===== config.mk =====
export PLATFORM = sky130hd
export DESIGN_NAME = aabb_pcf_ctrl
export DESIGN_NICKNAME = d
export VERILOG_FILES = /design/src/rtl/core/aabb_pcf_pkg.sv /design/src/rtl/core/aabb_pcf_ctrl.sv
export SDC_FILE = /design/constraint.sdc
export NUM_CORES = 1
export LEC_CHECK = 0
export BUFFER_PORTS_ARGS = -buffer_cell sky130_fd_sc_hd__buf_2
export CORE_AREA = 2 2 39 41
export DETAILED_ROUTE_END_ITERATION = 6
export DIE_AREA = 0 0 41 43
export HOLD_SLACK_MARGIN = 0.02
export PLACE_DENSITY = 0.39
export SKIP_CTS_REPAIR_TIMING = 1
export SLEW_MARGIN = 20
export SYNTH_ARGS = -nofsm -noshare
export SYNTH_HDL_FRONTEND = slang
export SYNTH_SLANG_ARGS = --single-unit

===== constraint.sdc =====
create_clock -name clk_i -period 2.12 [get_ports clk_i]
set_clock_uncertainty 0.2 [all_clocks]
set_input_delay 0.636 -clock clk_i [delete_from_list [all_inputs] [get_ports clk_i]]
set_output_delay 0.636 -clock clk_i [all_outputs]
set_load 0.005 [all_outputs]

===== src/rtl/core/aabb_pcf_pkg.sv =====
// Shared types and constants for the AABB pair collision finder.
// Holds the controller/datapath command and status groups and the id width.
// No dependencies.
package aabb_pcf_pkg;

  localparam int unsigned IdW = 16;

  // Entity flags as kept in the table
  localparam int unsigned FlagStatic = 0;
  localparam int unsigned FlagBox    = 1;

  // Request decode fields seen by the controller
  typedef struct packed {
    logic mode;
    logic active;
    logic is_static;
    logic is_box;
  } req_kind_t;

  // Commands from controller to datapath
  typedef struct packed {
    logic latch;   // capture the incoming entity
    logic clear;   // empty the table
    logic rd_en;   // read the next table entry
    logic step;    // advance the scan pipeline
    logic push;    // take the current hit into the pending slot
    logic flush;   // move the pending hit out as the last one
    logic store;   // write the captured entity into the table
  } cmd_t;

  // Status from datapath to controller
  typedef struct packed {
    logic hit;       // current read entry overlaps the captured box
    logic pend_v;    // pending slot holds a hit
    logic out_free;  // output register can load this cycle
    logic rd_more;   // table entries left to read
  } sts_t;

endpackage


===== src/rtl/core/aabb_pcf_ctrl.sv =====
// Controller of the AABB pair collision finder: request decode and scan sequencing.
// Depends on aabb_pcf_pkg for the command and status groups.
module aabb_pcf_ctrl (
  input  logic                   clk_i,
  input  logic                   rst_ni,
  input  logic                   valid_i,
  output logic                   ready_o,
  input  aabb_pcf_pkg::req_kind_t kind_i,
  input  aabb_pcf_pkg::sts_t     sts_i,
  output aabb_pcf_pkg::cmd_t     cmd_o
);

  typedef enum logic [1:0] {
    StIdle,
    StScan,
    StFlush,
    StStore
  } state_e;

  state_e state_q, state_d;

  always_comb begin
    state_d = state_q;
    cmd_o   = '0;
    ready_o = 1'b0;
    unique case (state_q)
      StIdle: begin
        ready_o = 1'b1;
        if (valid_i) begin
          cmd_o.latch = 1'b1;
          if (kind_i.mode) begin
            cmd_o.clear = 1'b1;
          end else if (kind_i.active) begin
            if (kind_i.is_static || !kind_i.is_box) begin
              state_d = StStore;
            end else begin
              state_d = StScan;
            end
          end
        end
      end
      StScan: begin
        // hold the scan while a new hit has nowhere to go
        cmd_o.step = !(sts_i.hit && sts_i.pend_v && !sts_i.out_free);
        if (cmd_o.step) begin
          cmd_o.rd_en = sts_i.rd_more;
          cmd_o.push  = sts_i.hit;
          if (!sts_i.rd_more) begin
            state_d = StFlush;
          end
        end
      end
      StFlush: begin
        if (!sts_i.pend_v) begin
          state_d = StStore;
        end else if (sts_i.out_free) begin
          cmd_o.flush = 1'b1;
          state_d     = StStore;
        end
      end
      StStore: begin
        cmd_o.store = 1'b1;
        state_d     = StIdle;
      end
      default: state_d = StIdle;
    endcase
  end

  always_ff @(posedge clk_i or negedge rst_ni) begin
    if (!rst_ni) begin
      state_q <= StIdle;
    end else begin
      state_q <= state_d;
    end
  end

endmodule


==> flow_summary.json, run 1 <==
{
  "crit_fanout": 3,
  "intPower_mw": 0.252,
  "dr.pass1.iters": 1,
  "r2r_end": "state_q[1]$_DFFE_PN0P_",
  "seq_power_share_pct": 19.0,
  "via_per_inst": 3.87,
  "violations": "setup timing",
  "synth_compound_area_share_pct": 12.6,
  "rsz0062_at_grt": "yes",
  "die_x_um": 41,
  "largest_register_ffs": 2,
  "yosysTopAreaCell": "ha_1",
  "dieArea_um2": 1760,
  "die_y_um": 43,
  "synth-seq-cells": 2,
  "reg_top3": "state_q (2)",
  "num_rows": 14,
  "root_buffer": "clkbuf_4",
  "synth.top_cell.area_share_pct": 26.3,
  "io_pins": 19,
  "grt-ovfl-total": 0,
  "grt_pass1_vias": 238,
  "grt_max_degree": 5,
  "leakagePower_nw": 0.238,
  "wirelength_um": 549,
  "min_path_cells": 2,
  "timing.rr.start": "state_q[0]$_DFFE_PN0P_",
  "setup_ws_ns": -0.0450,
  "worstPathArrival_ns": 1.33,
  "start_util_pct": 17.2,
  "antenna_found_initial": 0,
  "cts_buffers": 3,
  "layout.cells.non_filler": 68,
  "synth-simple-area-share_pct": 31.1,
  "worst_path_most_repeated_cell": "buf_2",
  "grt_pass1_wl_um": 876,
  "setup_violations": 2,
  "syn_inst": 27,
  "end_kind": "output port",
  "timing.hold.ws_ns": 0.408,
  "numClockSinks": 2,
  "area_growth_pct": 74.2,
  "synth_top_family_by_area": "simple AND/OR/NAND/NOR gates",
  "grt.total_usage_pct": 8.14,
  "cpPeakStageDelay_ns": 0.18,
  "clock_latency_ns": 0.22,
  "max_slew_margin_pct": 83.0,
  "path_clk_slew_ns": 0.03,
  "drive_gt1_share_pct": 57.7,
  "top_register": "state_q",
  "synthMuxAreaShare_pct": 4.21,
  "p_switching_mw": 0.171,
  "worstHoldPathType": "flop to flop",
  "htreeDepth": 1,
  "syn_nets": 43,
  "cp-start-kind": "primary input",
  "holdPathEnd": "state_q[0]$_DFFE_PN0P_",
  "portBuffers": 18,
  "switching_share_pct": 40.5,
  "syn_area_um2": 238,
  "power_mw": 0.422,
  "cp.required_ns": 1.28,
  "ys_types": 16,
  "clk_path_buf_depth": 2,
  "tritoncts": "built",
  "synthAdderAreaFrac_pct": 26.3,
  "antenna_cells": 0,
  "crit_slowest_cell": "and3b_1",
  "ff2ff_path_depth": 5,
  "gp_congestion": 0.742,
  "vias": 263,
  "synth_warnings": 0,
  "min_from": "state_q[0]$_DFFE_PN0P_",
  "slew_viol_final": 0,
  "ant_nets": 0,
  "drc": 0,
  "cap_violations": 0,
  "placed_cells": 64,
  "final_core_util_pct": 29.9,
  "fin_crit_ns": 2.16,
  "dpl.hpwl_um": 440,
  "fin_crit_sh_pct": 102,
  "synthTopCellsByArea": "ha_1 (26%), dfrtp_1 (21%), and2_1 (7.9%), nand3b_1 (6.3%), inv_1 (4.7%)",
  "p_comb_share_pct": 61.0,
  "hold_viol": 0,
  "coreArea_um2": 1380,
  "syn_avg_cell_area_um2": 8.80,
  "reg2reg_setup_slack_ns": 0.65,
  "path_class": "primary input to output port",
  "clkPwrFrac_pct": 20.0,
  "worst_slew_pin_slew_ns": 0.253,
  "critical_path.cell_chain": "buf_2, and3b_1, nand2b_1, inv_1, and2_1, buf_2",
  "ir_drop_uv": 437,
  "status": "finished with violations",
  "nets": 70,
  "drtIter0Drc": 0,
  "synth_xor_area_share_pct": 0,
  "yosysSeqAreaShare_pct": 21.1,
  "avgRoutedWirePerCell_um": 8.07,
  "clock.fmax_mhz": 462,
  "powerDensity_nw_per_um2": 1020
}
synth_stat cells (all sizes together):
cell / count
dfrtp: 2
a32oi: 1
o21ai: 2
mux2i: 1
o211ai: 1
nand2b: 1
inv: 3
and3b: 1
nand2: 2
ha: 5
nand3b: 2
and3: 2
nor2: 1
and2: 3
how the worst max path moves through the flow:
| stage | from | endpoint | slack (ns) |
|---|---|---|---|
| after floorplan | sts_i[1] | cmd_o[2] | 0.13 |
| after global placement | sts_i[1] | cmd_o[4] | -0.08 |
| after detailed placement | sts_i[1] | cmd_o[2] | -0.08 |
| after CTS | sts_i[1] | cmd_o[2] | -0.08 |
| after global routing | sts_i[1] | cmd_o[2] | -0.1 |
| final | sts_i[2] | cmd_o[2] | -0.04 |
metal layers:
layer	wire length (um)	up-vias	global-route usage, %
met3	46	0	3.14
li1	-	143	-
met2	250	11	9.69
met4	0	0	10.0
met5	0	-	0
met1	252	109	9.35
power groups by stage:
| stage | sequential (mW) | combinational [mW] | clock [mW] |
|---|---|---|---|
| final | 0.0803 | 0.258 | 0.0845 |
| after global routing | 0.0853 | 0.297 | 0.0974 |
| after CTS | 0.0765 | 0.257 | 0.0922 |
| after detailed placement | 0.0773 | 0.255 | 0 |
| after global placement | 0.0782 | 0.260 | 0 |
| after floorplan | 0.0738 | 0.169 | 0 |
worst max-delay path, delay by kind of cell:
family | cells | cell delay [ns]
simple gates | 3 | 0.43
buf+inv | 3 | 0.26
area by class of cell:
| type | count | area [um^2] |
|---|---|---|
| clock buffers | 3 | 22.5 |
| fillers | 153 | 970 |
| inverters | 3 | 11.3 |
| multi-input cells | 22 | 181 |
| flip-flops and latches | 2 | 50.0 |
| well taps | 16 | 20.0 |
| repair buffers | 22 | 129 |
metrics by stage:
stage	setup TNS (ns)	setup slack [ns]	area [um^2]
2_1_floorplan	0	0.127	238
3_3_place_gp	-0.168	-0.0845	370
3_5_place_dp	-0.145	-0.0756	370
4_1_cts	-0.162	-0.0842	393
5_1_grt	-0.191	-0.0968	414
6_report	-0.0834	-0.0450	414
placed cells by master, fill, tap and decap left out, drive strengths merged:
cell type    synthesis  layout
buf                  0      21
ha                   5       5
and2                 3       3
clkbuf               0       3
inv                  3       3
nand3b               2       2
nand2                2       2
dfrtp                2       2
and3                 2       2
o21ai                2       2
and3b                1       1
nand2b               1       1
nor2                 1       1
o211ai               1       1
a32oi                1       1
mux2i                1       1
dlygate4sd3          0       1
cell families after synthesis:
family	count (synthesis)
mux	1
buf+inv	3
flops	2
compound gates	4
simple gates	12
fa+ha+maj	5
Power figures use the tool's default switching activity.
==> run 2, diff against run 1 <==
- CAP_MARGIN: default -> 20
- clock period: 2.12 -> 2.1 ns (I/O delays scaled with it)
==> run 2 against run 1 <==
Compared with the run above: the run still ends with setup timing left; power increased by 11%; flip-flop and latch count unchanged; count of clock-buffer cells in the layout unchanged; final area increased by 10%; core utilization increased by 3.0 points; hold slack improved by 0.013 ns; register-to-register slack got worse by 0.03 ns; first-iteration DRC count increased by 2; global-route usage decreased by 0.90 points.
==> flow_summary.json, run 2 (same netlist as run 1, synthesis figures left out) <==
{
  "root_buffer": "clkbuf_4",
  "rsz0062_at_grt": "yes",
  "worstHoldPathType": "flop to flop",
  "antenna_found_initial": 0,
  "max_slew_margin_pct": 83.5,
  "tritoncts": "built",
  "setup_ws_ns": -0.0685,
  "clock.fmax_mhz": 461,
  "leakagePower_nw": 0.249,
  "grt_max_degree": 5,
  "violations": "setup timing",
  "switching_share_pct": 39.7,
  "timing.hold.ws_ns": 0.421,
  "io_pins": 19,
  "fin_crit_ns": 2.17,
  "crit_fanout": 3,
  "grt_pass1_vias": 227,
  "reg_top3": "state_q (2)",
  "drtIter0Drc": 2,
  "coreArea_um2": 1380,
  "grt-ovfl-total": 0,
  "dr.pass1.iters": 4,
  "die_y_um": 43,
  "die_x_um": 41,
  "portBuffers": 18,
  "numClockSinks": 2,
  "path_clk_slew_ns": 0.03,
  "clkPwrFrac_pct": 18.1,
  "end_kind": "output port",
  "area_growth_pct": 91.6,
  "start_util_pct": 17.2,
  "gp_congestion": 0.723,
  "p_switching_mw": 0.186,
  "worstPathArrival_ns": 1.34,
  "cts_buffers": 3,
  "cp-start-kind": "primary input",
  "nets": 71,
  "slew_viol_final": 0,
  "final_common_cell": "buf_2",
  "path_class": "primary input to output port",
  "intPower_mw": 0.282,
  "num_rows": 14,
  "final_core_util_pct": 32.9,
  "powerDensity_nw_per_um2": 1030,
  "setup_violations": 2,
  "cap_violations": 0,
  "ant_nets": 0,
  "vias": 276,
  "worst_slew_pin_slew_ns": 0.247,
  "dieArea_um2": 1760,
  "hold_viol": 0,
  "seq_power_share_pct": 17.7,
  "top_register": "state_q",
  "antenna_cells": 0,
  "largest_register_ffs": 2,
  "via_per_inst": 4.00,
  "fin_crit_sh_pct": 103,
  "drc": 0,
  "clk_path_buf_depth": 2,
  "grt_pass1_wl_um": 828,
  "p_comb_share_pct": 64.2,
  "ir_drop_uv": 603,
  "clock_latency_ns": 0.22,
  "wirelength_um": 637,
  "htreeDepth": 1,
  "power_mw": 0.467,
  "status": "finished with violations",
  "cp.required_ns": 1.27,
  "grt.total_usage_pct": 7.24,
  "dpl.hpwl_um": 478,
  "avgRoutedWirePerCell_um": 9.23,
  "final_cell_mix": "buf_2 (14), buf_6 (4), buf_4 (4)",
  "drive_gt1_share_pct": 67.9
}
==> run 2: cell types whose count changed in the layout (fill, tap and decap cells not counted) <==
cell | before | now
buf_6 | 1 | 4
nand2b_1 | 1 | 0
inv_2 | 2 | 3
buf_2 | 17 | 14
and2_4 | 0 | 2
ha_2 | 2 | 3
buf_4 | 3 | 4
inv_1 | 1 | 0
nand2b_4 | 0 | 1
ha_1 | 3 | 2
and2_1 | 3 | 1
==> run 2: power groups by stage <==
stage	clock network [mW]	registers (mW)	logic (mW)
floorplan	0	0.0745	0.171
finish	0.0846	0.0828	0.300
CTS	0.0923	0.0789	0.261
detailed placement	0	0.0796	0.258
global route	0.0918	0.0853	0.348
global placement	0	0.0785	0.264
==> run 2: critical path, stage by stage <==
cell,delay (ns)
buf_6,0.09
and3b_1,0.22
nand2b_4,0.13
inv_2,0.04
and2_4,0.12
buf_6,0.10
==> run 2: final timing paths <==
path | depth (start not counted) | slack (ns) | start | endpoint
worst max-delay path | 6 | -0.07 | sts_i[1] | cmd_o[2]
min in group asynchronous | 2 | 0.52 | rst_ni | state_q[1]$_DFFE_PN0P_
worst min register to register | 2 | 0.42 | state_q[0]$_DFFE_PN0P_ | state_q[0]$_DFFE_PN0P_
worst max register to register | 5 | 0.62 | state_q[0]$_DFFE_PN0P_ | state_q[1]$_DFFE_PN0P_
worst min-delay path | 2 | 0.42 | state_q[0]$_DFFE_PN0P_ | state_q[0]$_DFFE_PN0P_
max in group asynchronous | 2 | 1.08 | rst_ni | state_q[0]$_DFFE_PN0P_
==> run 2: stage by stage <==
step,instance area (um^2),instances,setup slack (ns),TNS (ns)
after floorplan,238,27,0.119,0
after global placement,370,64,-0.0826,-0.162
after detailed placement,370,64,-0.0908,-0.179
after CTS,393,67,-0.101,-0.199
after global routing,455,69,-0.102,-0.199
final,455,69,-0.0685,-0.136
==> run 2: final cells by class <==
type / count / area [um^2]
Timing Repair Buffer: 23 / 155
Tap cell: 16 / 20.0
Clock buffer: 3 / 22.5
Multi-Input combinational cell: 22 / 196
Fill cell: 150 / 928
Sequential cell: 2 / 50.0
Inverter: 3 / 11.3
==> run 2: layer usage <==
| metal | vias up | GRT usage (%) | routed length [um] |
|---|---|---|---|
| met2 | 11 | 10.6 | 327 |
| met4 | 0 | 8.00 | 0 |
| met3 | 0 | 0 | 33 |
| met5 | - | 0 | 0 |
| met1 | 119 | 8.39 | 276 |
| li1 | 146 | - | - |
==> run 3, diff against run 2 <==
- PLACE_DENSITY: 0.39 -> 0.4
- TNS_END_PERCENT: default -> 100
- clock period: 2.1 -> 1.7 ns (I/O delays scaled with it)
==> run 3 against run 2 <==
Compared with the run above: the run still ends with setup timing left; sequential power rose by 39%; global-route usage rose by 1.2 points; hold slack got worse by 0.027 ns; non-clock buffer count rose by 8; critical endpoint is now cmd_o[4]; largest cell class is now non-clock buffers.
==> flow_summary.json, run 3 (same netlist as run 1, synthesis figures left out) <==
{
  "status": "finished with violations",
  "violations": "setup timing",
  "fillers": 149,
  "ir_drop_uv": 664,
  "final_cell_mix": "buf_2 (13), buf_4 (11), buf_6 (6), clkbuf_4 (3)",
  "rsz0062_at_grt": "yes",
  "grt-ovfl-total": 0,
  "die_y_um": 43,
  "leakagePower_nw": 0.290,
  "setup_ws_ns": -0.224,
  "drive_gt1_share_pct": 75.4,
  "reg_top3": "state_q (2)",
  "final_common_cell": "buf_2",
  "vias": 313,
  "dieArea_um2": 1760,
  "drtIter0Drc": 3,
  "powerDensity_nw_per_um2": 1450,
  "wirelength_um": 660,
  "wl_met2_um": 360,
  "via_per_inst": 4.06,
  "setup_violations": 8,
  "max_slew_margin_pct": 82.5,
  "worstPathArrival_ns": 1.21,
  "power_mw": 0.803,
  "end_kind": "output port",
  "highest_layer": "met3",
  "grt_max_degree": 5,
  "clock_latency_ns": 0.22,
  "num_rows": 14,
  "wl_met1_um": 249,
  "worstHoldPathType": "primary input to asynchronous set/reset pin",
  "hold_viol": 0,
  "worst_slew_pin_slew_ns": 0.261,
  "antenna_found_initial": 0,
  "start_util_pct": 17.2,
  "tritoncts": "built",
  "fin_crit_ns": 1.92,
  "area_growth_pct": 133,
  "clock.fmax_mhz": 520,
  "die_x_um": 41,
  "cts_buffers": 3,
  "portBuffers": 18,
  "cap_violations": 0,
  "root_buffer": "clkbuf_4",
  "met3_length_um": 50,
  "grt_pass1_wl_um": 966,
  "coreArea_um2": 1380,
  "path_class": "primary input to output port",
  "path_clk_slew_ns": 0.03,
  "drc": 0,
  "slew_viol_final": 0,
  "cp-start-kind": "primary input",
  "htreeDepth": 1,
  "numClockSinks": 2,
  "ant_nets": 0,
  "grt_pass1_vias": 273,
  "top_register": "state_q",
  "antenna_cells": 0,
  "nets": 79,
  "dr.pass1.iters": 2,
  "cp.required_ns": 0.99,
  "pre_cts_ws_ns": -0.234,
  "grt.total_usage_pct": 8.45,
  "io_pins": 19,
  "clk_path_buf_depth": 2,
  "crit_fanout": 3,
  "gp_congestion": 0.649,
  "avgRoutedWirePerCell_um": 8.57,
  "fin_crit_sh_pct": 113,
  "largest_register_ffs": 2
}
run 3: changes by cell type in the layout (fill, tap and decap cells not counted), moves of 2 or more:
cell / before / now
inv_2: 3 / 1
buf_6: 4 / 6
inv_4: 0 / 2
buf_4: 4 / 11
ha_4: 0 / 2
run 3: final timing paths:
| path | end | cells after the start | slack [ns] | start |
|---|---|---|---|---|
| setup reg to reg | state_q[1]$_DFFE_PN0P_ | 6 | 0.12 | state_q[0]$_DFFE_PN0P_ |
| hold / removal | state_q[1]$_DFFE_PN0P_ | 2 | 0.39 | rst_ni |
| max in group asynchronous | state_q[0]$_DFFE_PN0P_ | 2 | 0.80 | rst_ni |
| min in group clk_i | state_q[1]$_DFFE_PN0P_ | 4 | 0.43 | kind_i[0] |
| hold reg to reg | state_q[1]$_DFFE_PN0P_ | 3 | 0.51 | state_q[1]$_DFFE_PN0P_ |
| setup / recovery | cmd_o[4] | 6 | -0.22 | sts_i[1] |
run 3: worst max-delay path, stage by stage:
cell	delay [ns]
buf_6	0.09
and3b_1	0.22
nand2b_4	0.13
inv_4	0.03
and2_4	0.12
buf_6	0.10
run 3: power breakdown:
part	switching (mW)	internal, mW	total [mW]
sequential	0.0368	0.0782	0.115
combinational	0.229	0.356	0.585
clock	0.0255	0.0778	0.103
total	0.291	0.512	0.803
run 3: per-stage QoR:
step	util, %	instance area, um^2	setup TNS (ns)	instances	hold slack, ns
after floorplan	-	240	-0.0518	27	0.0144
after global placement	30.7	425	-0.655	71	0.0964
after detailed placement	30.7	425	-0.625	71	0.0959
after CTS	32.4	448	-1.73	74	-0.144
after global routing	40.1	554	-1.66	77	0.406
final	40.1	554	-1.25	77	0.394
run 3: routing by layer:
| layer | vias up | track usage, % |
|---|---|---|
| met5 | - | 0 |
| met4 | 0 | 8.00 |
| met3 | 0 | 3.14 |
| met2 | 11 | 10.9 |
| met1 | 140 | 10.0 |
| li1 | 162 | - |
run 3: layout make-up:
type                    count  area (um^2)  area share (%)
clock buffers               3         22.5            4.06
flip-flops and latches      2         51.3            9.26
repair buffers             31          225            40.6
well taps                  16         20.0            3.61
inverters                   3         16.3            2.93
multi-input cells          22          219            39.5
